## src/hw/rtl/adsr_pkg.sv

```systemverilog
// Shared types, codes and constants for the linear ADSR envelope generator.
package adsr_pkg;

   // Default widths of the stage lengths and of the envelope level
   localparam int LENGTH_BITS_DEF = 20;
   localparam int LEVEL_BITS_DEF  = 16;

   // Fixed field widths
   localparam int REQ_BITS       = 2;
   localparam int NOTE_BITS      = 7;
   localparam int STAGE_BITS     = 3;
   localparam int CSR_INDEX_BITS = 2;

   // Register indexes
   localparam logic [CSR_INDEX_BITS-1:0] CSR_ATTACK  = 2'd0;
   localparam logic [CSR_INDEX_BITS-1:0] CSR_DECAY   = 2'd1;
   localparam logic [CSR_INDEX_BITS-1:0] CSR_SUSTAIN = 2'd2;
   localparam logic [CSR_INDEX_BITS-1:0] CSR_RELEASE = 2'd3;

   // Register reset values, truncated to the configured widths where used
   localparam logic [31:0] LENGTH_RESET  = 32'd500000;
   localparam logic [31:0] SUSTAIN_RESET = 32'd32768;

   // Request codes
   localparam logic [REQ_BITS-1:0] REQ_TICK     = 2'd0;
   localparam logic [REQ_BITS-1:0] REQ_NOTE_ON  = 2'd1;
   localparam logic [REQ_BITS-1:0] REQ_NOTE_OFF = 2'd2;

   // Envelope stages
   typedef enum logic [STAGE_BITS-1:0] {
      STG_IDLE    = 3'd0,
      STG_RELEASE = 3'd1,
      STG_SUSTAIN = 3'd2,
      STG_DECAY   = 3'd3,
      STG_ATTACK  = 3'd4
   } stage_type;

   // Controller states
   typedef enum logic [1:0] {
      FSM_IDLE,
      FSM_MUL,
      FSM_DIV,
      FSM_FINISH
   } fsm_state_type;

   // Controller to datapath
   typedef struct packed {
      logic accept;
      logic mul_load;
      logic div_step;
      logic commit;
   } dp_cmd_type;

   // Datapath to controller
   typedef struct packed {
      logic need_div;
      logic div_last;
      logic out_free;
   } dp_sts_type;

endpackage

```

## src/hw/rtl/adsr_req_if.sv

```systemverilog
// Request channel: valid/ready handshake carrying one request word.
interface adsr_req_if;
   import adsr_pkg::*;

   logic                 valid;
   logic                 ready;
   logic [REQ_BITS-1:0]  req_type;
   logic [NOTE_BITS-1:0] note_number;

   modport source (output valid, req_type, note_number, input ready);
   modport sink (input valid, req_type, note_number, output ready);
   modport monitor (input valid, ready, req_type, note_number);

endinterface

```

## src/hw/rtl/adsr_rsp_if.sv

```systemverilog
// Response channel: valid/ready handshake carrying the envelope level and stage.
interface adsr_rsp_if #(
   parameter int LEVEL_BITS = adsr_pkg::LEVEL_BITS_DEF
);
   import adsr_pkg::*;

   logic                  valid;
   logic                  ready;
   logic [LEVEL_BITS-1:0] env_level;
   logic [STAGE_BITS-1:0] env_stage;

   modport source (output valid, env_level, env_stage, input ready);
   modport sink (input valid, env_level, env_stage, output ready);
   modport monitor (input valid, ready, env_level, env_stage);

endinterface

```

## src/hw/rtl/adsr_ctrl.sv

```systemverilog
// Sequencing state machine: accept, multiply and divide when a ramp step needs it, then commit the result.
module adsr_ctrl (
   input  logic                  clock,
   input  logic                  reset,
   input  logic                  req_valid,
   output logic                  req_ready,
   input  adsr_pkg::dp_sts_type  sts,
   output adsr_pkg::dp_cmd_type  cmd
);
   import adsr_pkg::*;

   fsm_state_type state_ff;
   fsm_state_type state_in;
   logic          req_fire;

   assign req_fire = req_valid && req_ready;

   // Advance state
   always_ff @(posedge clock) begin
      if (reset) begin
         state_ff <= FSM_IDLE;
      end else begin
         state_ff <= state_in;
      end
   end

   // Next state
   always_comb begin
      state_in = state_ff;
      unique case (state_ff)
         FSM_IDLE: begin
            if (req_fire) begin
               state_in = sts.need_div ? FSM_MUL : FSM_FINISH;
            end
         end
         FSM_MUL: begin
            state_in = FSM_DIV;
         end
         FSM_DIV: begin
            if (sts.div_last) begin
               state_in = FSM_FINISH;
            end
         end
         FSM_FINISH: begin
            if (sts.out_free) begin
               state_in = FSM_IDLE;
            end
         end
         default: begin
            state_in = FSM_IDLE;
         end
      endcase
   end

   // Drive handshake and datapath commands
   always_comb begin
      req_ready    = 1'b0;
      cmd          = '0;
      unique case (state_ff)
         FSM_IDLE: begin
            req_ready  = 1'b1;
            cmd.accept = req_valid;
         end
         FSM_MUL: begin
            cmd.mul_load = 1'b1;
         end
         FSM_DIV: begin
            cmd.div_step = 1'b1;
         end
         FSM_FINISH: begin
            cmd.commit = sts.out_free;
         end
         default: begin
            req_ready = 1'b0;
         end
      endcase
   end

endmodule

```

## src/hw/rtl/adsr_dp.sv

```systemverilog
// Datapath: registers, envelope state, ramp multiplier, serial divider, output word.
module adsr_dp #(
   parameter int LENGTH_BITS   = adsr_pkg::LENGTH_BITS_DEF,
   parameter int LEVEL_BITS    = adsr_pkg::LEVEL_BITS_DEF,
   parameter int CSR_DATA_BITS = (LENGTH_BITS > LEVEL_BITS) ? LENGTH_BITS : LEVEL_BITS
) (
   input  logic                                   clock,
   input  logic                                   reset,
   input  adsr_pkg::dp_cmd_type                   cmd,
   output adsr_pkg::dp_sts_type                   sts,
   input  logic [adsr_pkg::REQ_BITS-1:0]          req_type,
   input  logic [adsr_pkg::NOTE_BITS-1:0]         note_number,
   output logic                                   rsp_valid,
   input  logic                                   rsp_ready,
   output logic [LEVEL_BITS-1:0]                  env_level,
   output logic [adsr_pkg::STAGE_BITS-1:0]        env_stage,
   input  logic                                   csr_wr_en,
   input  logic [adsr_pkg::CSR_INDEX_BITS-1:0]    csr_index,
   input  logic [CSR_DATA_BITS-1:0]               csr_wdata
);
   import adsr_pkg::*;

   localparam int PROD_BITS = LENGTH_BITS + LEVEL_BITS + 1;
   localparam int STEP_BITS = $clog2(LEVEL_BITS + 1);
   localparam logic [STEP_BITS-1:0]    STEP_LAST  = STEP_BITS'(LEVEL_BITS);
   localparam logic [LEVEL_BITS:0]     FULL_SCALE = {1'b1, {LEVEL_BITS{1'b0}}};
   localparam logic [LEVEL_BITS-1:0]   LEVEL_MAX  = {LEVEL_BITS{1'b1}};
   localparam logic [LENGTH_BITS-1:0]  LEN_RST    = LENGTH_RESET[LENGTH_BITS-1:0];
   localparam logic [LEVEL_BITS-1:0]   SUS_RST    = SUSTAIN_RESET[LEVEL_BITS-1:0];

   // Configuration registers
   logic [LENGTH_BITS-1:0] attack_len_ff;
   logic [LENGTH_BITS-1:0] decay_len_ff;
   logic [LENGTH_BITS-1:0] release_len_ff;
   logic [LEVEL_BITS-1:0]  sustain_ff;

   // Envelope state
   stage_type              stage_ff, stage_in;
   logic [LENGTH_BITS-1:0] run_ff, run_in;
   logic [LEVEL_BITS-1:0]  level_ff, level_in;
   logic [LEVEL_BITS-1:0]  atk_start_ff, atk_start_in;
   logic [LEVEL_BITS-1:0]  rel_start_ff, rel_start_in;
   logic [NOTE_BITS-1:0]   held_note_ff, held_note_in;

   // Item in flight
   logic [REQ_BITS-1:0]    req_type_ff;
   logic [NOTE_BITS-1:0]   note_ff;
   logic [LENGTH_BITS-1:0] count_ff;

   // Divider
   logic [LENGTH_BITS-1:0] div_len_ff;
   logic [LENGTH_BITS-1:0] rem_ff, rem_in;
   logic [LEVEL_BITS:0]    quo_ff, quo_in;
   logic [STEP_BITS-1:0]   step_ff;

   // Output word
   logic                   rsp_valid_ff;
   logic [LEVEL_BITS-1:0]  out_level_ff;
   stage_type              out_stage_ff;

   logic [LENGTH_BITS-1:0] cur_len;
   logic [LENGTH_BITS-1:0] dec_count;
   logic [LENGTH_BITS-1:0] new_count;
   logic                   ramp_stage;
   logic [LENGTH_BITS-1:0] mul_k;
   logic [LEVEL_BITS:0]    mul_m;
   logic [PROD_BITS-1:0]   product;
   logic [LENGTH_BITS:0]   trial;
   logic [LENGTH_BITS:0]   trial_diff;
   logic                   trial_ge;
   logic [LEVEL_BITS-1:0]  sum_base;
   logic [LEVEL_BITS+1:0]  ramp_sum;
   logic [LEVEL_BITS-1:0]  ramp_level;

   // Write configuration registers
   always_ff @(posedge clock) begin
      if (reset) begin
         attack_len_ff  <= LEN_RST;
         decay_len_ff   <= LEN_RST;
         sustain_ff     <= SUS_RST;
         release_len_ff <= LEN_RST;
      end else if (csr_wr_en) begin
         unique case (csr_index)
            CSR_ATTACK:  attack_len_ff  <= csr_wdata[LENGTH_BITS-1:0];
            CSR_DECAY:   decay_len_ff   <= csr_wdata[LENGTH_BITS-1:0];
            CSR_SUSTAIN: sustain_ff     <= csr_wdata[LEVEL_BITS-1:0];
            CSR_RELEASE: release_len_ff <= csr_wdata[LENGTH_BITS-1:0];
            default:     sustain_ff     <= sustain_ff;
         endcase
      end
   end

   // Select the length of the current ramp stage
   always_comb begin
      case (stage_ff)
         STG_ATTACK:  cur_len = attack_len_ff;
         STG_DECAY:   cur_len = decay_len_ff;
         STG_RELEASE: cur_len = release_len_ff;
         default:     cur_len = '0;
      endcase
   end

   // Count down, floored at zero and clamped to the stage length
   assign dec_count  = (run_ff == '0) ? '0 : run_ff - LENGTH_BITS'(1);
   assign new_count  = (dec_count > cur_len) ? cur_len : dec_count;
   assign ramp_stage = stage_ff inside {STG_ATTACK, STG_DECAY, STG_RELEASE};

   assign sts.need_div = (req_type == REQ_TICK) && ramp_stage && (new_count != '0);

   // Latch the request word and its count
   always_ff @(posedge clock) begin
      if (cmd.accept) begin
         req_type_ff <= req_type;
         note_ff     <= note_number;
         count_ff    <= new_count;
      end
   end

   // Pick the ramp factors
   always_comb begin
      mul_k = count_ff;
      mul_m = '0;
      case (stage_ff)
         STG_ATTACK: begin
            mul_k = cur_len - count_ff;
            mul_m = FULL_SCALE - {1'b0, atk_start_ff};
         end
         STG_DECAY: begin
            mul_m = FULL_SCALE - {1'b0, sustain_ff};
         end
         STG_RELEASE: begin
            mul_m = {1'b0, rel_start_ff};
         end
         default: begin
            mul_m = '0;
         end
      endcase
   end

   assign product = {{(LEVEL_BITS+1){1'b0}}, mul_k} * {{LENGTH_BITS{1'b0}}, mul_m};

   // One restoring division step: one quotient bit per cycle
   assign trial      = {rem_ff, quo_ff[LEVEL_BITS]};
   assign trial_diff = trial - {1'b0, div_len_ff};
   assign trial_ge   = trial >= {1'b0, div_len_ff};
   assign rem_in     = trial_ge ? trial_diff[LENGTH_BITS-1:0] : trial[LENGTH_BITS-1:0];
   assign quo_in     = {quo_ff[LEVEL_BITS-1:0], trial_ge};

   // Load the product into the divider, then shift it through
   always_ff @(posedge clock) begin
      if (cmd.mul_load) begin
         rem_ff     <= product[PROD_BITS-1:LEVEL_BITS+1];
         quo_ff     <= product[LEVEL_BITS:0];
         div_len_ff <= cur_len;
         step_ff    <= '0;
      end else if (cmd.div_step) begin
         rem_ff  <= rem_in;
         quo_ff  <= quo_in;
         step_ff <= step_ff + STEP_BITS'(1);
      end
   end

   assign sts.div_last = (step_ff == STEP_LAST);

   // Add the ramp base and saturate
   always_comb begin
      case (stage_ff)
         STG_ATTACK: sum_base = atk_start_ff;
         STG_DECAY:  sum_base = sustain_ff;
         default:    sum_base = '0;
      endcase
   end

   assign ramp_sum   = {2'b00, sum_base} + {1'b0, quo_ff};
   assign ramp_level = (ramp_sum[LEVEL_BITS+1:LEVEL_BITS] != 2'b00) ? LEVEL_MAX
                                                                     : ramp_sum[LEVEL_BITS-1:0];

   // Next envelope state for the latched request
   always_comb begin
      stage_in     = stage_ff;
      run_in       = run_ff;
      level_in     = level_ff;
      atk_start_in = atk_start_ff;
      rel_start_in = rel_start_ff;
      held_note_in = held_note_ff;
      case (req_type_ff)
         REQ_TICK: begin
            case (stage_ff)
               STG_ATTACK: begin
                  if (count_ff == '0) begin
                     run_in   = decay_len_ff;
                     stage_in = STG_DECAY;
                  end else begin
                     run_in   = count_ff;
                     level_in = ramp_level;
                  end
               end
               STG_DECAY: begin
                  run_in = count_ff;
                  if (count_ff == '0) begin
                     stage_in = STG_SUSTAIN;
                  end else begin
                     level_in = ramp_level;
                  end
               end
               STG_SUSTAIN: begin
                  level_in = sustain_ff;
               end
               STG_RELEASE: begin
                  run_in = count_ff;
                  if (count_ff == '0) begin
                     stage_in = STG_IDLE;
                     level_in = '0;
                  end else begin
                     level_in = ramp_level;
                  end
               end
               default: begin
                  stage_in = stage_ff;
               end
            endcase
         end
         REQ_NOTE_ON: begin
            held_note_in = note_ff;
            run_in       = attack_len_ff;
            stage_in     = STG_ATTACK;
            atk_start_in = level_ff;
         end
         REQ_NOTE_OFF: begin
            if (note_ff == held_note_ff) begin
               run_in       = release_len_ff;
               stage_in     = STG_RELEASE;
               rel_start_in = level_ff;
            end
         end
         default: begin
            stage_in = stage_ff;
         end
      endcase
   end

   // Commit envelope state
   always_ff @(posedge clock) begin
      if (reset) begin
         stage_ff     <= STG_IDLE;
         run_ff       <= '0;
         level_ff     <= '0;
         atk_start_ff <= '0;
         rel_start_ff <= '0;
         held_note_ff <= '0;
      end else if (cmd.commit) begin
         stage_ff     <= stage_in;
         run_ff       <= run_in;
         level_ff     <= level_in;
         atk_start_ff <= atk_start_in;
         rel_start_ff <= rel_start_in;
         held_note_ff <= held_note_in;
      end
   end

   // Hold the output word until taken
   always_ff @(posedge clock) begin
      if (reset) begin
         rsp_valid_ff <= 1'b0;
      end else if (cmd.commit) begin
         rsp_valid_ff <= 1'b1;
      end else if (rsp_ready) begin
         rsp_valid_ff <= 1'b0;
      end
   end

   always_ff @(posedge clock) begin
      if (cmd.commit) begin
         out_level_ff <= level_in;
         out_stage_ff <= stage_in;
      end
   end

   assign sts.out_free = !rsp_valid_ff || rsp_ready;
   assign rsp_valid    = rsp_valid_ff;
   assign env_level    = out_level_ff;
   assign env_stage    = out_stage_ff;

endmodule

```

## src/hw/rtl/adsr_envelope_generator_top.sv

```systemverilog
// Top level of the linear ADSR envelope generator.
//
// Usage:
//   req_ch carries one request word per handshake: req_type (sample tick,
//   note on, note off) and note_number. rsp_ch returns exactly one word per
//   request: the envelope level after it (unsigned Q0.LEVEL_BITS, truncated)
//   and the stage. Registers are written through csr_wr_en / csr_index /
//   csr_wdata while no request is in flight.
// Timing:
//   A tick that steps a ramp in attack, decay or release passes through these
//   phases from acceptance to the response word: take the word, one ramp
//   multiply, LEVEL_BITS + 1 divide steps, one commit. Any other request, a
//   tick that ends its stage included, goes from taking the word straight to
//   the commit. One request is in work at a time; req_ch.ready is high again
//   in the cycle after the response is registered.
// Reset:
//   Synchronous reset returns the envelope to idle at level zero, loads the
//   register defaults and drops rsp_ch.valid.
// Stall:
//   The response word sits in an output register until taken; a finished
//   request waits in its commit cycle while that register is still full.
module adsr_envelope_generator_top #(
   parameter int LENGTH_BITS = adsr_pkg::LENGTH_BITS_DEF,
   parameter int LEVEL_BITS  = adsr_pkg::LEVEL_BITS_DEF,
   parameter int CSR_DATA_BITS = (LENGTH_BITS > LEVEL_BITS) ? LENGTH_BITS : LEVEL_BITS
) (
   input  logic                                clock,
   input  logic                                reset,
   adsr_req_if.sink                            req_ch,
   adsr_rsp_if.source                          rsp_ch,
   input  logic                                csr_wr_en,
   input  logic [adsr_pkg::CSR_INDEX_BITS-1:0] csr_index,
   input  logic [CSR_DATA_BITS-1:0]            csr_wdata
);
   import adsr_pkg::*;

   dp_cmd_type cmd;
   dp_sts_type sts;

   // Sequence each request
   adsr_ctrl u_ctrl (
      .clock     (clock),
      .reset     (reset),
      .req_valid (req_ch.valid),
      .req_ready (req_ch.ready),
      .sts       (sts),
      .cmd       (cmd)
   );

   // Compute the envelope
   adsr_dp #(
      .LENGTH_BITS   (LENGTH_BITS),
      .LEVEL_BITS    (LEVEL_BITS),
      .CSR_DATA_BITS (CSR_DATA_BITS)
   ) u_dp (
      .clock       (clock),
      .reset       (reset),
      .cmd         (cmd),
      .sts         (sts),
      .req_type    (req_ch.req_type),
      .note_number (req_ch.note_number),
      .rsp_valid   (rsp_ch.valid),
      .rsp_ready   (rsp_ch.ready),
      .env_level   (rsp_ch.env_level),
      .env_stage   (rsp_ch.env_stage),
      .csr_wr_en   (csr_wr_en),
      .csr_index   (csr_index),
      .csr_wdata   (csr_wdata)
   );

endmodule

```

## src/flat_wrapper.sv

```systemverilog
// flat-port wrapper written by rule: the top's interface ports become plain ports
module adsr_envelope_generator_top_flat import adsr_pkg::*;
#(
   parameter int LENGTH_BITS = adsr_pkg::LENGTH_BITS_DEF,
   parameter int LEVEL_BITS  = adsr_pkg::LEVEL_BITS_DEF,
   parameter int CSR_DATA_BITS = (LENGTH_BITS > LEVEL_BITS) ? LENGTH_BITS : LEVEL_BITS
)
  (clock, reset, csr_wr_en, csr_index, csr_wdata, req_ch_valid, req_ch_req_type, req_ch_note_number, req_ch_ready, rsp_ch_valid, rsp_ch_env_level, rsp_ch_env_stage, rsp_ch_ready);
  adsr_req_if req_ch_i ();
  adsr_rsp_if #(.LEVEL_BITS(LEVEL_BITS)) rsp_ch_i ();
  input  logic clock;
  input  logic reset;
  input  logic csr_wr_en;
  input  logic [adsr_pkg::CSR_INDEX_BITS-1:0] csr_index;
  input  logic [CSR_DATA_BITS-1:0] csr_wdata;
  input wire logic [$bits(req_ch_i.valid)-1:0] req_ch_valid;
  input wire logic [$bits(req_ch_i.req_type)-1:0] req_ch_req_type;
  input wire logic [$bits(req_ch_i.note_number)-1:0] req_ch_note_number;
  output wire logic [$bits(req_ch_i.ready)-1:0] req_ch_ready;
  output wire logic [$bits(rsp_ch_i.valid)-1:0] rsp_ch_valid;
  output wire logic [$bits(rsp_ch_i.env_level)-1:0] rsp_ch_env_level;
  output wire logic [$bits(rsp_ch_i.env_stage)-1:0] rsp_ch_env_stage;
  input wire logic [$bits(rsp_ch_i.ready)-1:0] rsp_ch_ready;
  assign req_ch_i.valid = req_ch_valid;
  assign req_ch_i.req_type = req_ch_req_type;
  assign req_ch_i.note_number = req_ch_note_number;
  assign req_ch_ready = req_ch_i.ready;
  assign rsp_ch_valid = rsp_ch_i.valid;
  assign rsp_ch_env_level = rsp_ch_i.env_level;
  assign rsp_ch_env_stage = rsp_ch_i.env_stage;
  assign rsp_ch_i.ready = rsp_ch_ready;
  adsr_envelope_generator_top #(.LENGTH_BITS(LENGTH_BITS), .LEVEL_BITS(LEVEL_BITS), .CSR_DATA_BITS(CSR_DATA_BITS)) u_core (.clock(clock), .reset(reset), .req_ch(req_ch_i), .rsp_ch(rsp_ch_i), .csr_wr_en(csr_wr_en), .csr_index(csr_index), .csr_wdata(csr_wdata));
endmodule
```

## config.mk

```make
export PLATFORM = sky130hd
export DESIGN_NAME = adsr_envelope_generator_top_flat
export DESIGN_NICKNAME = d
export VERILOG_FILES = /design/src/hw/rtl/adsr_pkg.sv /design/src/hw/rtl/adsr_req_if.sv /design/src/hw/rtl/adsr_rsp_if.sv /design/src/hw/rtl/adsr_ctrl.sv /design/src/hw/rtl/adsr_dp.sv /design/src/hw/rtl/adsr_envelope_generator_top.sv /design/src/flat_wrapper.sv
export SDC_FILE = /design/constraint.sdc
export NUM_CORES = 2
export LEC_CHECK = 0
export ABC_CLOCK_PERIOD_IN_PS = 10700
export BUFFER_PORTS_ARGS = -buffer_cell sky130_fd_sc_hd__buf_2
export CAP_MARGIN = 30
export CORE_AREA = 2 2 171 299
export CTS_CLUSTER_SIZE = 10
export DETAILED_ROUTE_END_ITERATION = 10
export DIE_AREA = 0 0 173 301
export GPL_ROUTABILITY_DRIVEN = 0
export PLACE_DENSITY = 0.71
export SYNTH_ARGS = -nofsm -noshare
export SYNTH_HDL_FRONTEND = slang
export SYNTH_SLANG_ARGS = --single-unit
export TNS_END_PERCENT = 20
```

## constraint.sdc

```tcl
create_clock -name clock -period 10.7 [get_ports clock]
set_input_delay 0 -clock clock [delete_from_list [all_inputs] [get_ports clock]]
set_output_delay 0 -clock clock [all_outputs]
set_load 0.1 [all_outputs]
```

==> impl_metrics.env <==
export IMPL_status="finished, final reports clean"
export IMPL_io_buffers=56
export IMPL_r2r_slack_ns=0.48
export IMPL_post_cts_buffers=0
export IMPL_met1_usage_pct=35.67
export IMPL_fin_nets=3747
export IMPL_synth_top_family_by_area="adder cells"
export IMPL_synth_main_ff_cell="dfxtp_1"
export IMPL_critPathRequiredTime_ns=11.03
export IMPL_max_slew_margin_pct=26.81
export IMPL_arrival_ns=10.56
export IMPL_grt_pass1_wl_um=135000
export IMPL_insertion_delay_ns=0.62
export IMPL_synthAdderAreaFrac_pct=29.33
export IMPL_hp_class="in -> reg"
export IMPL_coreArea_um2=49460
export IMPL_peakVddDrop_mv=0.2066
export IMPL_path_max_fanout=21
export IMPL_tns_ns=0
export IMPL_drt_iter0_markers=2155
export IMPL_drt_pass1_iter_count=8
export IMPL_syn_num_nets=3704
export IMPL_yosys_warnings=0
export IMPL_clk_path_buf_depth=3
export IMPL_cts_tree="built"
export IMPL_fillers=4437
export IMPL_cts_made_buffers=31
export IMPL_synth_compound_area_share_pct=15.43
export IMPL_drc_errors=0
export IMPL_crit_slowest_cell="o21ai_0"
export IMPL_finalSetupViolCount=0
export IMPL_num_rows=108
export IMPL_synth_edf_count=105
export IMPL_drive_above_1_share_pct=6.570
export IMPL_syn_inst=3197
export IMPL_slew_viol_final=0
export IMPL_antennaDiodeCount=0
export IMPL_grt_use_met3_pct=4.520
export IMPL_yosysMostFrequentCell="nand2_1"
export IMPL_cts_root_buf="clkbuf_16"
export IMPL_fp_dieW_um=173
export IMPL_gr_usage_met2_pct=58.79
export IMPL_start_util_pct=54.70
export IMPL_wl_um=85920
export IMPL_reg2reg_depth=31
export IMPL_cpLargestDelayFamily="adder cells"
export IMPL_clock_sinks=267
export IMPL_die_area_um2=52070
export IMPL_routedWlPerCell_um=21.94
export IMPL_synthSimpleGateAreaFrac_pct=17.08
export IMPL_die_y_um=301
export IMPL_top_usage_layer="met2"
export IMPL_fin_skew_ns=0.05586
export IMPL_reg2reg_to="u_core.u_dp.rem_ff[19]"
export IMPL_synth_xor_area_share_pct=3.496
export IMPL_first_global_vias=24704
export IMPL_clk_pin_slew_worst_paths_ns=0.06
export IMPL_vias=23879
export IMPL_dpl_cell_area_um2=28130
export IMPL_worstReg2RegStart="u_core.u_dp.stage_ff[0]"
export IMPL_synth_area_leaders="fa_1, dfxtp_1, edfxtp_1, ha_1, nand2_1"
export IMPL_rsz0062_at_grt="no"
export IMPL_hold_end="u_core.u_dp.attack_len_ff[0]"
export IMPL_hold_violations=0
export IMPL_synthArstFlopShare_pct=0
export IMPL_synth_seq_cells=267
export IMPL_leakage_nw=13.32
export IMPL_regArea_um2=6397
export IMPL_antenna_found_initial=0
export IMPL_maxCapViolCount=0
export IMPL_fin_crit_ns=10.22
export IMPL_area_delta_synth_final_pct=8.616
export IMPL_dp_hpwl_um=66580
export IMPL_fmax_mhz=97.81
export IMPL_critPathKind="reg -> reg"
export IMPL_grt_max_degree=93
export IMPL_antenna_left=0
export IMPL_cp_num_buf_inv=3
export IMPL_powerDensity_nw_per_um2=193.1
export IMPL_syn_avg_cell_area_um2=8.462
export IMPL_worst_pin_slew_ns=1.096
export IMPL_synth_distinct_cells=84
export IMPL_final_cell_area_um2=29380
export IMPL_synth_top_area_share_pct=20.13
export IMPL_boundaryPins=57
export IMPL_viasPerCell=6.096
export IMPL_cp_common_cell="fa_1"
export IMPL_cp_start_kind="flip-flop"
export IMPL_max_stage_delay_ns=0.84
export IMPL_endpoint_kind="flip-flop"
export IMPL_grtUsageTotal_pct=33.32
export IMPL_synth_seq_area_share_pct=23.64
export IMPL_netlist_area_um2=27050
export IMPL_hold_depth=5
export IMPL_synth_mux_area_share_pct=3.085
export IMPL_yosysTopAreaCell="fa_1"
export IMPL_cts_htree_levels=1
export IMPL_grt_ovfl_total=0
export IMPL_worstHoldStart="csr_index[0]"
export IMPL_min_period_over_period_pct=95.55
export IMPL_yosys_top_cells_count="nand2_1, inv_1, nor2_1, fa_1, a21oi_1"
export IMPL_multi_input_area_um2=18550
## worst reg2reg max path: cells and delay by family, from the launching register on
family / cells / cell delay (ns)
compound gates: 13 / 3.75
xor+xnor: 1 / 0.14
fa+ha+maj: 8 / 3.88
buf+inv: 3 / 0.16
flops: 1 / 0.49
mux: 1 / 0.30
simple gates: 5 / 1.24
## metrics by stage
step	total power [mW]	setup WS (ns)	instances	hold slack [ns]	util [%]
6_report	5.673	0.4764	3917	0.002927	59.41
5_1_grt	5.958	0.09221	3917	0.03851	59.41
4_1_cts	5.570	0.2168	3915	0.001718	59.34
3_5_place_dp	4.584	0.2691	3832	0.1781	56.87
3_3_place_gp	4.503	0.5361	3828	0.1788	56.77
2_1_floorplan	3.659	1.464	3197	0.09887	-
## state kept, by name, indices dropped and copies added, names as in the netlist
name / flops
u_core.u_dp.attack_len_ff: 20
u_core.u_dp.count_ff: 20
u_core.u_dp.decay_len_ff: 20
u_core.u_dp.div_len_ff: 20
u_core.u_dp.release_len_ff: 20
u_core.u_dp.rem_ff: 20
u_core.u_dp.run_ff: 20
u_core.u_dp.quo_ff: 17
u_core.u_dp.atk_start_ff: 16
u_core.u_dp.env_level: 16
u_core.u_dp.level_ff: 16
u_core.u_dp.rel_start_ff: 16
u_core.u_dp.sustain_ff: 16
u_core.u_dp.held_note_ff: 7
u_core.u_dp.note_ff: 7
u_core.u_dp.step_ff: 5
u_core.u_dp.env_stage: 3
u_core.u_dp.stage_ff: 3
u_core.u_ctrl.state_ff: 2
u_core.u_dp.req_type_ff: 2
u_core.u_dp.rsp_valid: 1
## how the worst max path moves through the flow
stage | endpoint | depth (start not counted) | from | slack, ns
after global placement | u_core.u_dp.rem_ff[19] | 32 | u_core.u_dp.stage_ff[0] | 0.54
after detailed placement | u_core.u_dp.rem_ff[19] | 32 | u_core.u_dp.stage_ff[0] | 0.27
after CTS | u_core.u_dp.rem_ff[19] | 32 | u_core.u_dp.stage_ff[0] | 0.22
final | u_core.u_dp.rem_ff[19] | 31 | u_core.u_dp.stage_ff[0] | 0.48
after global routing | u_core.u_dp.rem_ff[19] | 35 | u_core.u_dp.stage_ff[2] | 0.09
after floorplan | u_core.u_dp.rem_ff[19] | 38 | u_core.u_dp.stage_ff[1] | 1.46
## layer usage
metal / wire, µm / vias to the layer above
met3: 6044 / 439
met4: 8355 / 0
met2: 42270 / 1237
met1: 29250 / 11511
met5: 0 / -
li1: - / 10692
## power breakdown
part	total (mW)	internal (mW)	switching (mW)	leakage (nW)
Sequential	1.60	1.40	0.198	2.32
Combinational	3.09	1.08	2.01	10.6
Clock	0.979	0.551	0.428	0.428
## timing repair
item | CTS | global route
hold buffers | 33 | 0
endpoints found under the hold margin | 107 | 0
endpoints found under the setup margin | 0 | 11
gates resized for setup | 0 | 4
## layout by cell type (no fill, tap or decap), drive strengths merged, types with 49 or more instances in the layout
master,synthesis,layout
buf,34,125
fa,272,272
clkbuf,115,49
a21o,62,62
nor2,355,355
edfxtp,105,105
dfxtp,162,162
inv,412,413
ha,199,199
nand2,465,465
a211oi,65,65
a21oi,219,219
o21ai,107,107
mux2i,63,63
xnor2,70,70
## area by class of cell
| type | instances | share of cell area [%] |
|---|---|---|
| clock buffers | 48 | 2.964 |
| clock inverters | 2 | 0.05961 |
| inverters | 414 | 5.288 |
| multi-input cells | 2367 | 63.13 |
| flip-flops and latches | 267 | 21.77 |
| well taps | 660 | 2.810 |
| repair buffers | 159 | 3.977 |
## kinds of logic after synthesis
family                   after synthesis
AO/OA/AOI/OAI                        647
XOR/XNOR                             108
adder cells (fa/ha/maj)              471
buffers and inverters                563
flip-flops                           267
multiplexers                          80
AND/OR/NAND/NOR                     1061
Note: power is estimated with default switching activity, not from simulation.
